## src/hdl/cd_pkg.sv

```systemverilog
package cd_pkg;

  // Fixed-point format of the result: unsigned Q2.16, range 0..2.0
  localparam int FRAC_W     = 16;
  localparam int Q_W        = FRAC_W + 2;
  localparam int OUT_W      = 18;
  localparam int OUT_DATA_W = 24;

  localparam logic [OUT_W-1:0] ONE_Q16 = OUT_W'(1 << FRAC_W);

  localparam int DEF_MAX_LEN   = 1024;
  localparam int DEF_ELEM_BITS = 16;

  typedef enum logic [2:0] {
    ST_ACC,
    ST_DRAIN,
    ST_ZCHK,
    ST_MUL,
    ST_SQRT,
    ST_DCHK,
    ST_DIV,
    ST_DONE
  } state_t;

  typedef struct packed {
    logic             valid;
    logic [OUT_W-1:0] value;
    logic             zflag;
  } res_t;

endpackage

```

## src/hdl/cd_mac.sv

```systemverilog
module cd_mac #(
  parameter int ELEM_BITS = 16,
  parameter int MAG_W     = 41,
  parameter int DOT_W     = 43
) (
  input  logic                    clk,
  input  logic                    rst_n,
  input  logic                    in_accept,
  input  logic signed [ELEM_BITS-1:0] x_elem,
  input  logic signed [ELEM_BITS-1:0] y_elem,
  input  logic                    acc_clr,
  output logic signed [DOT_W-1:0] dot_sum,
  output logic [MAG_W-1:0]        x_mag_sum,
  output logic [MAG_W-1:0]        y_mag_sum
);
  import cd_pkg::*;

  localparam int PROD_W = 2 * ELEM_BITS;
  localparam int SQ_W   = PROD_W - 1;

  localparam logic signed [DOT_W-1:0] DOT_MAX = {1'b0, {(DOT_W-1){1'b1}}};
  localparam logic signed [DOT_W-1:0] DOT_MIN = {1'b1, {(DOT_W-1){1'b0}}};
  localparam logic [MAG_W-1:0]        MAG_MAX = {MAG_W{1'b1}};

  logic                     p_valid_r;
  logic signed [PROD_W-1:0] pxy_r;
  logic [SQ_W-1:0]          pxx_r;
  logic [SQ_W-1:0]          pyy_r;

  logic signed [PROD_W-1:0] pxy;
  logic signed [PROD_W-1:0] pxx;
  logic signed [PROD_W-1:0] pyy;

  logic signed [DOT_W-1:0]  dot_r, dot_nxt;
  logic [MAG_W-1:0]         xm_r, xm_nxt;
  logic [MAG_W-1:0]         ym_r, ym_nxt;

  logic signed [DOT_W:0]    dsum;
  logic [MAG_W:0]           xsum;
  logic [MAG_W:0]           ysum;

  assign pxy = x_elem * y_elem;
  assign pxx = x_elem * x_elem;
  assign pyy = y_elem * y_elem;

  // Product stage: register the three products of the accepted pair
  always_ff @(posedge clk) begin
    if (!rst_n) begin
      p_valid_r <= 1'b0;
    end else begin
      p_valid_r <= in_accept;
    end
  end

  always_ff @(posedge clk) begin
    if (in_accept) begin
      pxy_r <= pxy;
      pxx_r <= pxx[SQ_W-1:0];
      pyy_r <= pyy[SQ_W-1:0];
    end
  end

  // Accumulate stage with saturation at the accumulator bounds
  always_comb begin
    dsum = (DOT_W+1)'(dot_r) + (DOT_W+1)'(pxy_r);
    xsum = {1'b0, xm_r} + (MAG_W+1)'(pxx_r);
    ysum = {1'b0, ym_r} + (MAG_W+1)'(pyy_r);

    dot_nxt = dot_r;
    xm_nxt  = xm_r;
    ym_nxt  = ym_r;
    if (acc_clr) begin
      dot_nxt = '0;
      xm_nxt  = '0;
      ym_nxt  = '0;
    end else if (p_valid_r) begin
      if (dsum[DOT_W] != dsum[DOT_W-1]) begin
        dot_nxt = dsum[DOT_W] ? DOT_MIN : DOT_MAX;
      end else begin
        dot_nxt = dsum[DOT_W-1:0];
      end
      xm_nxt = xsum[MAG_W] ? MAG_MAX : xsum[MAG_W-1:0];
      ym_nxt = ysum[MAG_W] ? MAG_MAX : ysum[MAG_W-1:0];
    end
  end

  always_ff @(posedge clk) begin
    if (!rst_n) begin
      dot_r <= '0;
      xm_r  <= '0;
      ym_r  <= '0;
    end else begin
      dot_r <= dot_nxt;
      xm_r  <= xm_nxt;
      ym_r  <= ym_nxt;
    end
  end

  assign dot_sum   = dot_r;
  assign x_mag_sum = xm_r;
  assign y_mag_sum = ym_r;

endmodule

```

## src/hdl/cd_alu.sv

```systemverilog
module cd_alu #(
  parameter int ALU_W = 44
) (
  input  logic [ALU_W-1:0] a,
  input  logic [ALU_W-1:0] b,
  input  logic             sub,
  output logic [ALU_W:0]   y
);
  import cd_pkg::*;

  // y = a + b or a - b; for subtract, y[ALU_W] set means a < b
  assign y = {1'b0, a} + ({1'b0, b} ^ {(ALU_W+1){sub}}) + (ALU_W+1)'(sub);

endmodule

```

## src/hdl/cd_seq.sv

```systemverilog
module cd_seq #(
  parameter int MAG_W = 41,
  parameter int DOT_W = 43
) (
  input  logic                    clk,
  input  logic                    rst_n,
  input  logic                    in_accept,
  input  logic                    in_last,
  output logic                    in_ready,
  input  logic signed [DOT_W-1:0] dot_sum,
  input  logic [MAG_W-1:0]        x_mag_sum,
  input  logic [MAG_W-1:0]        y_mag_sum,
  output logic                    acc_clr,
  input  logic                    out_free,
  output cd_pkg::res_t            res
);
  import cd_pkg::*;

  localparam int ALU_W   = MAG_W + 3;
  localparam int PROD_W  = 2 * MAG_W;
  localparam int CNT_MAX = (MAG_W > Q_W) ? MAG_W : Q_W;
  localparam int CNT_W   = $clog2(CNT_MAX + 1);

  state_t             state_r, state_nxt;
  logic [CNT_W-1:0]   cnt_r, cnt_nxt;
  logic [PROD_W-1:0]  prod_r, prod_nxt;
  logic [ALU_W-1:0]   rem_r, rem_nxt;
  logic [MAG_W-1:0]   root_r, root_nxt;
  logic [DOT_W-1:0]   dabs_r, dabs_nxt;
  logic               dneg_r, dneg_nxt;
  logic [Q_W-1:0]     nbits_r, nbits_nxt;
  logic [Q_W-1:0]     q_r, q_nxt;
  logic               zflag_r, zflag_nxt;

  logic [ALU_W-1:0]   alu_a;
  logic [ALU_W-1:0]   alu_b;
  logic               alu_sub;
  logic [ALU_W:0]     alu_y;
  logic [ALU_W-1:0]   remsh;
  logic               mag_zero;
  logic               last_step;
  logic [Q_W-1:0]     qc;

  cd_alu #(.ALU_W(ALU_W)) u_alu (
    .a   (alu_a),
    .b   (alu_b),
    .sub (alu_sub),
    .y   (alu_y)
  );

  assign mag_zero  = (x_mag_sum == '0) || (y_mag_sum == '0);
  assign last_step = (cnt_r == CNT_W'(1));

  // Next state
  always_comb begin
    state_nxt = state_r;
    unique case (state_r)
      ST_ACC: begin
        if (in_accept && in_last) state_nxt = ST_DRAIN;
      end
      ST_DRAIN: state_nxt = ST_ZCHK;
      ST_ZCHK: begin
        state_nxt = mag_zero ? ST_DONE : ST_MUL;
      end
      ST_MUL: begin
        if (last_step) state_nxt = ST_SQRT;
      end
      ST_SQRT: begin
        if (last_step) state_nxt = ST_DCHK;
      end
      ST_DCHK: begin
        state_nxt = alu_y[ALU_W] ? ST_DIV : ST_DONE;
      end
      ST_DIV: begin
        if (last_step) state_nxt = ST_DONE;
      end
      ST_DONE: begin
        if (out_free) state_nxt = ST_ACC;
      end
      default: state_nxt = ST_ACC;
    endcase
  end

  // Datapath and outputs
  always_comb begin
    cnt_nxt   = cnt_r;
    prod_nxt  = prod_r;
    rem_nxt   = rem_r;
    root_nxt  = root_r;
    dabs_nxt  = dabs_r;
    dneg_nxt  = dneg_r;
    nbits_nxt = nbits_r;
    q_nxt     = q_r;
    zflag_nxt = zflag_r;
    alu_a     = '0;
    alu_b     = '0;
    alu_sub   = 1'b0;
    remsh     = '0;
    in_ready  = 1'b0;
    acc_clr   = 1'b0;
    res.valid = 1'b0;

    qc        = (q_r > Q_W'(ONE_Q16)) ? Q_W'(ONE_Q16) : q_r;
    res.value = dneg_r ? (ONE_Q16 + OUT_W'(qc)) : (ONE_Q16 - OUT_W'(qc));
    res.zflag = zflag_r;

    unique case (state_r)
      ST_ACC: begin
        in_ready = 1'b1;
      end
      ST_DRAIN: begin
      end
      ST_ZCHK: begin
        // Negate the dot sum through the adder; keep its magnitude and sign
        alu_b    = ALU_W'(dot_sum);
        alu_sub  = 1'b1;
        dneg_nxt = dot_sum[DOT_W-1];
        dabs_nxt = dot_sum[DOT_W-1] ? alu_y[DOT_W-1:0] : dot_sum;
        if (mag_zero) begin
          zflag_nxt = 1'b1;
          q_nxt     = '0;
        end else begin
          zflag_nxt = 1'b0;
          prod_nxt  = {{MAG_W{1'b0}}, y_mag_sum};
          cnt_nxt   = CNT_W'(MAG_W);
        end
      end
      ST_MUL: begin
        // Shift-add: add the multiplicand into the upper half, shift right
        alu_a    = ALU_W'(prod_r[PROD_W-1:MAG_W]);
        alu_b    = prod_r[0] ? ALU_W'(x_mag_sum) : '0;
        prod_nxt = {alu_y[MAG_W:0], prod_r[MAG_W-1:1]};
        if (last_step) begin
          cnt_nxt  = CNT_W'(MAG_W);
          rem_nxt  = '0;
          root_nxt = '0;
        end else begin
          cnt_nxt = cnt_r - CNT_W'(1);
        end
      end
      ST_SQRT: begin
        // One root bit a step: bring down two operand bits, try root*4+1
        remsh    = {rem_r[ALU_W-3:0], prod_r[PROD_W-1 -: 2]};
        alu_a    = remsh;
        alu_b    = ALU_W'({root_r, 2'b01});
        alu_sub  = 1'b1;
        prod_nxt = {prod_r[PROD_W-3:0], 2'b00};
        cnt_nxt  = cnt_r - CNT_W'(1);
        if (!alu_y[ALU_W]) begin
          rem_nxt  = alu_y[ALU_W-1:0];
          root_nxt = {root_r[MAG_W-2:0], 1'b1};
        end else begin
          rem_nxt  = remsh;
          root_nxt = {root_r[MAG_W-2:0], 1'b0};
        end
      end
      ST_DCHK: begin
        // Quotient would need more than Q_W bits: clamp at one
        alu_a   = ALU_W'(dabs_r[DOT_W-1:2]);
        alu_b   = ALU_W'(root_r);
        alu_sub = 1'b1;
        if (!alu_y[ALU_W]) begin
          q_nxt = Q_W'(ONE_Q16);
        end else begin
          rem_nxt   = ALU_W'(dabs_r[DOT_W-1:2]);
          nbits_nxt = {dabs_r[1:0], {FRAC_W{1'b0}}};
          q_nxt     = '0;
          cnt_nxt   = CNT_W'(Q_W);
        end
      end
      ST_DIV: begin
        // Restoring division, one quotient bit a step
        remsh     = {rem_r[ALU_W-2:0], nbits_r[Q_W-1]};
        alu_a     = remsh;
        alu_b     = ALU_W'(root_r);
        alu_sub   = 1'b1;
        nbits_nxt = {nbits_r[Q_W-2:0], 1'b0};
        cnt_nxt   = cnt_r - CNT_W'(1);
        q_nxt     = {q_r[Q_W-2:0], ~alu_y[ALU_W]};
        rem_nxt   = alu_y[ALU_W] ? remsh : alu_y[ALU_W-1:0];
      end
      ST_DONE: begin
        res.valid = out_free;
        acc_clr   = out_free;
      end
      default: begin
      end
    endcase
  end

  always_ff @(posedge clk) begin
    if (!rst_n) begin
      state_r <= ST_ACC;
      cnt_r   <= '0;
    end else begin
      state_r <= state_nxt;
      cnt_r   <= cnt_nxt;
    end
  end

  always_ff @(posedge clk) begin
    prod_r  <= prod_nxt;
    rem_r   <= rem_nxt;
    root_r  <= root_nxt;
    dabs_r  <= dabs_nxt;
    dneg_r  <= dneg_nxt;
    nbits_r <= nbits_nxt;
    q_r     <= q_nxt;
    zflag_r <= zflag_nxt;
  end

  a_res_fits: assert property (@(posedge clk) disable iff (!rst_n)
    res.valid |-> out_free)
    else $error("result issued while output register is full");

  a_root_nonzero: assert property (@(posedge clk) disable iff (!rst_n)
    (state_r == ST_DONE) && !zflag_r |-> (root_r != '0))
    else $error("zero root on a nonzero-magnitude result");

  a_mags_kept: assert property (@(posedge clk) disable iff (!rst_n)
    (state_r == ST_DONE) && !zflag_r |-> (x_mag_sum != '0) && (y_mag_sum != '0))
    else $error("magnitude sums lost before result");

endmodule

```

## src/hdl/cosine_dissimilarity_core.sv

```systemverilog
// Cosine dissimilarity of two streamed signed vectors. Each input transaction
// carries one element pair (x in tdata low half, y above it) and tlast marks
// the final pair. While a vector streams in, the core takes one pair every
// cycle; the dot product and both squared magnitudes accumulate with
// saturation at their register bounds. After the pair with tlast, in_tready
// drops while a single shared add/subtract unit works through the result:
// a drain state, a check state, MAG_W shift-add steps for the magnitude
// product (MAG_W = 41 at the defaults), MAG_W steps of the digit-by-digit
// square root, an overflow check and 18 restoring-division steps, then a
// state that loads the output register. The division steps are skipped when
// the overflow check already clamps the quotient, and all steps after the
// check state are skipped when either magnitude is zero. The last state holds
// for as long as an earlier result still waits in the output register. The
// result transaction gives 65536 - q in unsigned Q2.16 (0..131072), where q =
// dot*65536/floor(sqrt(|x|^2*|y|^2)) truncated toward zero and clamped to
// +-65536; with a zero magnitude it gives 65536 and raises tuser. The result
// sits in an output register, so a new vector may stream in while it waits
// to be taken. Vectors longer than MAX_LEN may saturate the accumulators.
module cosine_dissimilarity_core #(
  parameter int MAX_LEN   = cd_pkg::DEF_MAX_LEN,
  parameter int ELEM_BITS = cd_pkg::DEF_ELEM_BITS
) (
  input  logic                                  clk,
  input  logic                                  rst_n,
  input  logic                                  in_tvalid,
  output logic                                  in_tready,
  input  logic [((2*ELEM_BITS+7)/8)*8-1:0]      in_tdata,   // x_elem, y_elem
  input  logic                                  in_tlast,   // last
  output logic                                  out_tvalid,
  input  logic                                  out_tready,
  output logic [cd_pkg::OUT_DATA_W-1:0]         out_tdata,  // dissimilarity
  output logic                                  out_tuser   // zero_magnitude
);
  import cd_pkg::*;

  localparam int MAG_W = 2 * ELEM_BITS + $clog2(MAX_LEN) - 1;
  localparam int DOT_W = MAG_W + 2;

  logic                        in_accept;
  logic signed [ELEM_BITS-1:0] x_elem;
  logic signed [ELEM_BITS-1:0] y_elem;
  logic signed [DOT_W-1:0]     dot_sum;
  logic [MAG_W-1:0]            x_mag_sum;
  logic [MAG_W-1:0]            y_mag_sum;
  logic                        acc_clr;
  logic                        out_free;
  res_t                        res;

  logic                        out_valid_r;
  logic [OUT_W-1:0]            out_value_r;
  logic                        out_zflag_r;

  assign in_accept = in_tvalid && in_tready;
  assign x_elem    = in_tdata[ELEM_BITS-1:0];
  assign y_elem    = in_tdata[2*ELEM_BITS-1:ELEM_BITS];

  cd_mac #(
    .ELEM_BITS (ELEM_BITS),
    .MAG_W     (MAG_W),
    .DOT_W     (DOT_W)
  ) u_mac (
    .clk       (clk),
    .rst_n     (rst_n),
    .in_accept (in_accept),
    .x_elem    (x_elem),
    .y_elem    (y_elem),
    .acc_clr   (acc_clr),
    .dot_sum   (dot_sum),
    .x_mag_sum (x_mag_sum),
    .y_mag_sum (y_mag_sum)
  );

  cd_seq #(
    .MAG_W (MAG_W),
    .DOT_W (DOT_W)
  ) u_seq (
    .clk       (clk),
    .rst_n     (rst_n),
    .in_accept (in_accept),
    .in_last   (in_tlast),
    .in_ready  (in_tready),
    .dot_sum   (dot_sum),
    .x_mag_sum (x_mag_sum),
    .y_mag_sum (y_mag_sum),
    .acc_clr   (acc_clr),
    .out_free  (out_free),
    .res       (res)
  );

  // Output register: free when empty or when its transaction completes now
  assign out_free = !out_valid_r || out_tready;

  always_ff @(posedge clk) begin
    if (!rst_n) begin
      out_valid_r <= 1'b0;
    end else if (res.valid) begin
      out_valid_r <= 1'b1;
    end else if (out_tready) begin
      out_valid_r <= 1'b0;
    end
  end

  always_ff @(posedge clk) begin
    if (res.valid) begin
      out_value_r <= res.value;
      out_zflag_r <= res.zflag;
    end
  end

  assign out_tvalid = out_valid_r;
  assign out_tdata  = OUT_DATA_W'(out_value_r);
  assign out_tuser  = out_zflag_r;

  a_out_range: assert property (@(posedge clk) disable iff (!rst_n)
    out_valid_r |-> (out_value_r <= (ONE_Q16 + ONE_Q16)))
    else $error("dissimilarity above 2.0");

  a_zero_one: assert property (@(posedge clk) disable iff (!rst_n)
    out_valid_r && out_zflag_r |-> (out_value_r == ONE_Q16))
    else $error("zero-magnitude result is not one");

  a_busy_after_last: assert property (@(posedge clk) disable iff (!rst_n)
    in_accept && in_tlast |=> !in_tready)
    else $error("input accepted while computing result");

endmodule
```

## config.mk

```make
export PLATFORM = sky130hd
export DESIGN_NAME = cosine_dissimilarity_core
export DESIGN_NICKNAME = d
export VERILOG_FILES = /design/src/hdl/cd_pkg.sv /design/src/hdl/cd_mac.sv /design/src/hdl/cd_alu.sv /design/src/hdl/cd_seq.sv /design/src/hdl/cosine_dissimilarity_core.sv
export SDC_FILE = /design/constraint.sdc
export NUM_CORES = 2
export LEC_CHECK = 0
export BUFFER_PORTS_ARGS = -buffer_cell sky130_fd_sc_hd__buf_2
export CORE_UTILIZATION = 50
export CTS_CLUSTER_DIAMETER = 80
export DETAILED_ROUTE_END_ITERATION = 10
export PLACE_DENSITY = 0.65
export SYNTH_ARGS = -nofsm -noshare
export SYNTH_HDL_FRONTEND = slang
export SYNTH_SLANG_ARGS = --single-unit
```

## constraint.sdc

```tcl
create_clock -name clk -period 8.6 [get_ports clk]
set_input_delay 0 -clock clk [delete_from_list [all_inputs] [get_ports clk]]
set_output_delay 0 -clock clk [all_outputs]
set_load 0.05 [all_outputs]
```

# Word level (Yosys, flattened, before mapping)
# Index checks and enable logic that the tools add are counted.
[op_classes]
mux = 43
multipliers = 3
add_sub_neg = 8
bitwise = 3
magnitude_cmp = 1
n_reduce_logical = 26
n_eq_ne = 17
[op_table]
columns = ["operator", "count"]
rows = [
  ["$pmux W44 S4", 2],
  ["$mux W43", 6],
  ["$pmux W82 S3", 1],
  ["$pmux W43 S4", 1],
  ["$mux W41", 4],
  ["$add A41 B31 Y42", 2],
  ["$logic_not A41 Y1", 2],
  ["$mux W82", 1],
  ["$pmux W41 S2", 1],
  ["$mux W18", 4],
  ["$mul A16 B16 Y31", 2],
  ["$pmux W18 S3", 1],
  ["$add A44 B45 Y45", 1],
  ["$add A45 B1 Y45", 1],
  ["$xor A44 B45 Y45", 1],
  ["$add A43 B32 Y44", 1],
  ["$mux W42", 1],
  ["$pmux W18 S2", 1],
  ["$mul A16 B16 Y32", 1],
  ["$pmux W3 S8", 1],
  ["$pmux W6 S4", 1],
  ["$add A17 B18 Y18 const A", 1],
  ["$gt A18 B17 Y1 const B", 1],
  ["$mux W3", 6],
  ["25 further kinds", 57],
]
[totals]
elab_cells = 122
out_inout_bits = 27
input_bits = 37
reg_bits = 496

# Longest topological paths before layout
[logic_depth]
ltp_word = 8
depth_mapped = 27
mapped_depth_nobuf = 25

# Cells and area by module
# A second synthesis with hierarchy kept.
[hier_totals]
hier_cells = 6106
hier_area_um2 = 56605.5
[modules_own_cells]
columns = ["module", "area_per_inst_um2", "n_inst", "seq_area_each_um2", "cells_per_inst"]
rows = [
  ["cd_mac", 39693.1, 1, 5285.1, 4395],
  ["cd_seq", 13357.8, 1, 7116.8, 1268],
  ["cd_alu", 2880.3, 1, 0.0, 412],
  ["cosine_dissimilarity_core", 674.4, 1, 590.6, 31],
]

# Worst setup path before layout
# No wires, ideal clock.
[synth_path]
path_kind = "register to register"
startpoint = "register u_seq.state_r[2]"
endpoint = "register u_seq.rem_r[0] (enable)"
path_slack_ns = 1.930
n_path_buf = 3
t_arrival_ns = 5.878
synth_period_minus_slack_ns = 6.670
stages_incl_launch_ff = 14
t_required_ns = 7.809
setup_ns = 0.791
path_cell_list = "dfxtp_1 -> buf_2 -> clkbuf_1 -> buf_1 -> nor2_1 -> a211oi_1 -> ha_1 -> nor2b_1 -> o21ai_0 -> a31o_2 -> a21oi_4 -> o21ai_0 -> nand2_1 -> o21ai_0"
[synth_via]
elab_chain_len = 8
elab_cells_between_ends = 17
classes_between = "add/sub: 2; eq/ne: 7; mux: 3; bitwise: 1; reduce/logical: 4"
[synth_lines]
columns = ["element", "line_no", "source"]
rows = [
  ["from (decl)", "cd_seq.sv:24", "state_t state_r, state_nxt;"],
  ["from (signal assigned)", "cd_seq.sv:196", "state_r <= state_nxt;"],
  ["$eq A3 B3 Y1 (tied with other cells)", "--", ""],
  ["$reduce_or A2 Y1 (no source line) or $reduce_or A4 Y1 (tied branches)", "--", ""],
  ["$pmux W44 S4 or $mux W1 (tied branches)", "cd_seq.sv:107", "unique case (state_r)"],
  ["$xor A44 B45 Y45", "cd_alu.sv:12", "assign y = {1'b0, a} + ({1'b0, b} ^ {(ALU_W+1){sub}}) + (ALU_W+1)'(sub);"],
  ["$add A44 B45 Y45", "cd_alu.sv:12", ""],
  ["$add A45 B1 Y45", "cd_alu.sv:12", ""],
  ["$ne A2 B1 Y1 (no source line)", "--", ""],
  ["$reduce_and A3 Y1 (no source line) (*)", "--", ""],
  ["to (signal assigned)", "cd_seq.sv:203", "rem_r <= rem_nxt;"],
  ["to (decl)", "cd_seq.sv:27", "logic [ALU_W-1:0] rem_r, rem_nxt;"],
]
# Mark *: on every way between the ends. The rest lies on a longest branch, timed or not.
# A chain may end at the register's enable or synchronous reset.

# Final worst setup path
[layout_path]
startpoint = "register u_seq.state_r[0]"
endpoint = "register u_seq.rem_r[0], data pin"
[layout_via]
elab_chain_len = 8
elab_cells_between_ends = 16
classes_between = "add/sub: 2; eq/ne: 5; mux: 6; bitwise: 1; reduce/logical: 2"
[layout_lines]
columns = ["element", "line_no"]
rows = [
  ["$eq A3 B3 Y1 (tied with other cells)", "--"],
  ["$reduce_or A2 Y1 (no source line) or $reduce_or A4 Y1 (tied branches)", "--"],
  ["$pmux W44 S4 or $mux W1 (tied branches)", "cd_seq.sv:107"],
  ["$xor A44 B45 Y45", "cd_alu.sv:12"],
  ["$add A44 B45 Y45", "cd_alu.sv:12"],
  ["$add A45 B1 Y45", "cd_alu.sv:12"],
  ["$mux W43, on equally long branches", "cd_seq.sv:180, cd_seq.sv:149"],
  ["$pmux W43 S4 (*)", "cd_seq.sv:107"],
  ["named net u_seq.rem_nxt[0]", "cd_seq.sv:27"],
]
# The timed path passes the listed nets; every way through them passes the cells marked *.

==> impl_results.html <==
<table>
<tr><th>Metric</th><th>Value</th></tr>
<tr><th colspan="2">Outcome</th></tr>
<tr><td>Status</td><td>complete, but fails checks</td></tr>
<tr><td>Violated checks</td><td>DRC</td></tr>
<tr><th colspan="2">Timing</th></tr>
<tr><td>Clock tree skew after final layout</td><td>0.0445 ns</td></tr>
<tr><td>Slew at the pin closest to its max-slew limit</td><td>1.15 ns</td></tr>
<tr><td>Achievable frequency</td><td>144 MHz</td></tr>
<tr><td>Crit share post-route</td><td>0.809</td></tr>
<tr><td>RSZ-0062 raised after global routing</td><td>no</td></tr>
<tr><td>Post-route minimum period</td><td>6.95 ns</td></tr>
<tr><td>Max-slew violation count</td><td>0</td></tr>
<tr><td>Setup-violating endpoint count in the final report</td><td>0</td></tr>
<tr><td>Final setup TNS</td><td>0 ns</td></tr>
<tr><td>Worst-case headroom to the max-slew limit</td><td>0.235</td></tr>
<tr><td>Final-report hold violation count</td><td>0</td></tr>
<tr><th colspan="2">Global route</th></tr>
<tr><td>Initial antenna violation count</td><td>1</td></tr>
<tr><td>Global routing usage summed across all routing layers</td><td>0.263</td></tr>
<tr><td>Grt total ovfl</td><td>0</td></tr>
<tr><td>Global-route wire length before repair</td><td>240000 um</td></tr>
<tr><td>Pin count of the biggest net entering global routing</td><td>103</td></tr>
<tr><td>Vias in the first global route</td><td>43800</td></tr>
<tr><th colspan="2">Logic synthesis</th></tr>
<tr><td>Number of synthesized register bits</td><td>478</td></tr>
<tr><td>Total of warnings raised by yosys</td><td>0</td></tr>
<tr><td>Async set-or-reset flop fraction in the synthesized netlist</td><td>0</td></tr>
<tr><td>Synthesized instance count</td><td>6113</td></tr>
<tr><td>Average size of a mapped cell</td><td>9.26 um2</td></tr>
<tr><td>EDFF count, synth</td><td>342</td></tr>
<tr><td>Share of synthesized area occupied by flip-flops and latches</td><td>0.229</td></tr>
<tr><td>Netlist cell types</td><td>101</td></tr>
<tr><td>Mapped cell area</td><td>0.0566 mm2</td></tr>
<tr><td>Post-synth top flop</td><td>sky130_fd_sc_hd__edfxtp_1</td></tr>
<tr><th colspan="2">Critical path</th></tr>
<tr><td>Worst path required time</td><td>8.98 ns</td></tr>
<tr><td>Kind of cell adding the most delay to the critical path</td><td>compound AO/OA/AOI/OAI gates</td></tr>
<tr><td>Maximum single-stage delay on the critical path</td><td>0.96 ns</td></tr>
<tr><td>CP Launch Type</td><td>flip-flop</td></tr>
<tr><td>CP most frequent cell</td><td>sky130_fd_sc_hd__nand2_1</td></tr>
<tr><td>Type of the worst setup path</td><td>flip-flop to flip-flop</td></tr>
<tr><td>Maximum net fanout on the critical path</td><td>78</td></tr>
<tr><td>CP Cell Sequence</td><td>nand2_1, nor2_4, buf_4, buf_4, nand2_1, nand2_1, ha_1, and2_1, a2111oi_0, a21oi_1, a211oi_2, a21oi_1, o21ai_1, a31o_2, a21oi_4, xnor2_2, nor3_1, a221o_1</td></tr>
<tr><td>Crit path capture type</td><td>flip-flop</td></tr>
<tr><td>Worst path slowest cell</td><td>sky130_fd_sc_hd__dfxtp_2</td></tr>
<tr><td>Number of buffer and inverter instances along the worst setup path</td><td>2</td></tr>
<tr><td>Signal arrival time at the worst endpoint</td><td>7.33 ns</td></tr>
<tr><th colspan="2">Layout</th></tr>
<tr><td>Reg area</td><td>0.0130 mm2</td></tr>
<tr><td>Ratio of cells with drive above 1 in the final layout</td><td>0.0509</td></tr>
<tr><td>Area growth from synthesis to layout</td><td>6.04%</td></tr>
<tr><td>Net count, final</td><td>7175</td></tr>
<tr><td>Multi-input logic area</td><td>0.0389 mm2</td></tr>
<tr><td>FILL cells</td><td>10400</td></tr>
<tr><th colspan="2">Floorplan</th></tr>
<tr><td>IO Pins</td><td>64</td></tr>
<tr><td>Starting utilization of the core area</td><td>0.504</td></tr>
<tr><td>Die X</td><td>338 um</td></tr>
<tr><td>Std cell rows</td><td>123</td></tr>
<tr><td>Die area</td><td>0.115 mm2</td></tr>
<tr><td>Die span in y</td><td>338 um</td></tr>
<tr><td>Placeable core region</td><td>0.112 mm2</td></tr>
<tr><th colspan="2">Clocking</th></tr>
<tr><td>Clock edge transition at the registers on the reported setup and hold paths</td><td>0.06 ns</td></tr>
<tr><td>CTS-repair resized insts</td><td>0</td></tr>
<tr><td>Insertion delay of the later-clocked pin in the worst-skew pair</td><td>0.66 ns</td></tr>
<tr><td>Total clock buffers created by CTS</td><td>55</td></tr>
<tr><td>Clock root buffer</td><td>sky130_fd_sc_hd__clkbuf_16</td></tr>
<tr><td>Clock tree from TritonCTS</td><td>built</td></tr>
<tr><td>Number of clock sinks</td><td>478</td></tr>
<tr><td>Maximum clock path buffer count</td><td>3</td></tr>
<tr><td>Number of H-tree branching levels</td><td>2</td></tr>
<tr><th colspan="2">Placed design</th></tr>
<tr><td>Final weighted congestion in routability-driven placement</td><td>0.926</td></tr>
<tr><td>Count of input and output buffers</td><td>57</td></tr>
<tr><td>Post-DP HPWL</td><td>114000 um</td></tr>
<tr><th colspan="2">Detailed routing</th></tr>
<tr><td>Avg Vias per Cell</td><td>5.70</td></tr>
<tr><td>Count of unresolved DRC violations after routing</td><td>2</td></tr>
<tr><td>Detailed-route wire length</td><td>151000 um</td></tr>
<tr><td>Routed length per instance</td><td>19.9 um</td></tr>
<tr><td>Router iterations before antenna repair</td><td>8</td></tr>
<tr><td>First-iteration detailed-routing DRC count</td><td>3040</td></tr>
<tr><td>Final antenna-violating net count</td><td>0</td></tr>
<tr><td>Total vias in the final route</td><td>43100</td></tr>
<tr><th colspan="2">Hold path</th></tr>
<tr><td>Worst min-delay path class</td><td>input port to flip-flop</td></tr>
<tr><th colspan="2">Run</th></tr>
<tr><td>Max-cap violation count</td><td>0</td></tr>
</table>
==> stage by stage <==
step | setup slack, ns | std cells | hold WS [ns] | util | cell area [um2]
after detailed placement | 1.41 | 7441 | 0.369 | 0.518 | 58200
after CTS | 1.83 | 7555 | 0.167 | 0.534 | 60000
final | 1.65 | 7556 | 0.192 | 0.534 | 60000
after floorplan | 1.93 | 6118 | 0.0989 | - | 56600
after global routing | 1.40 | 7555 | 0.211 | 0.534 | 60000
after global placement | 1.49 | 7441 | 0.354 | 0.518 | 58200
==> cell type report <==
type	instances	area share
Sequential cell	478	0.217
Clock inverter	26	0.00350
Multi-Input combinational cell	4362	0.648
Antenna cell	1	0.0000417
Inverter	992	0.0620
Tap cell	1500	0.0313
Clock buffer	78	0.0257
Timing Repair Buffer	119	0.0129
==> path summary, 6_finish.rpt <==
| kind | end | slack, ns | cells after the start | start |
|---|---|---|---|---|
| worst max-delay path | u_seq.rem_r[0] | 1.65 | 18 | u_seq.state_r[0] |
| worst min-delay path | u_mac.pyy_r[2] | 0.19 | 2 | in_tdata[17] |
| worst max register to register | u_seq.rem_r[0] | 1.65 | 18 | u_seq.state_r[0] |
| worst min register to register | out_tuser | 0.43 | 0 | u_seq.zflag_r |
==> flip-flops by register name, indices dropped and copies added (netlist names), 32 cells and up <==
signal,flops
u_mac.dot_sum,43
u_mac.x_mag_sum,41
u_seq.prod_r,82
u_mac.pxy_r,32
u_seq.dabs_r,43
u_mac.y_mag_sum,41
u_seq.rem_r,43
u_seq.root_r,41
==> routing by layer <==
layer  GRT usage  up-vias  share of wire
met5           0        -              0
met4      0.0875        0          0.033
met3      0.0281      248          0.060
met2       0.433     1348           0.47
met1       0.363    21500           0.43
li1            -    20000              -
==> cells in the final DEF, fill, tap and decap left out, drive strengths merged, types with 95 or more instances in the layout <==
master,instances
inv,985
a21oi,378
buf,109
o21ai,278
edfxtp,342
ha,409
nand2,679
nor2,334
fa,721
and2,229
dfxtp,136
mux2i,95
xnor2,187
a21o,115
==> cells by family after synthesis <==
logic type               Yosys count  share of synthesized area
XOR/XNOR                         267                     0.0416
multiplexers                     132                     0.0242
adder cells (fa/ha/maj)         1171                      0.353
buffers and inverters           1278                     0.0854
flip-flops                       478                      0.229
AND/OR/NAND/NOR                 1585                      0.130
other                              1                  0.0000662
AO/OA/AOI/OAI                   1201                      0.137
==> synthesized netlist by cell type (80+ instances only) <==
library cell,instances,area (um2)
sky130_fd_sc_hd__ha_1,409,5120
sky130_fd_sc_hd__inv_1,982,3690
sky130_fd_sc_hd__edfxtp_1,342,10300
sky130_fd_sc_hd__nor2_1,334,1250
sky130_fd_sc_hd__clkbuf_1,249,935
sky130_fd_sc_hd__mux2i_1,95,951
sky130_fd_sc_hd__a21o_1,115,863
sky130_fd_sc_hd__o21ai_0,270,1350
sky130_fd_sc_hd__xnor2_1,185,1620
sky130_fd_sc_hd__fa_1,721,14400
sky130_fd_sc_hd__a21oi_1,376,1880
sky130_fd_sc_hd__dfxtp_1,136,2720
sky130_fd_sc_hd__xor2_1,80,701
sky130_fd_sc_hd__nand2_1,679,2550
sky130_fd_sc_hd__and2_1,229,1430
==> what timing repair did <==
| item | in CTS | in global routing |
|---|---|---|
| hold endpoints to repair | 14 | 0 |
| setup buffers | 0 | 0 |
| hold buffers | 10 | 0 |
Power is left out: the tool's default activity adds up to more than one toggle a clock period on the data nets, which glitch-free logic cannot reach.
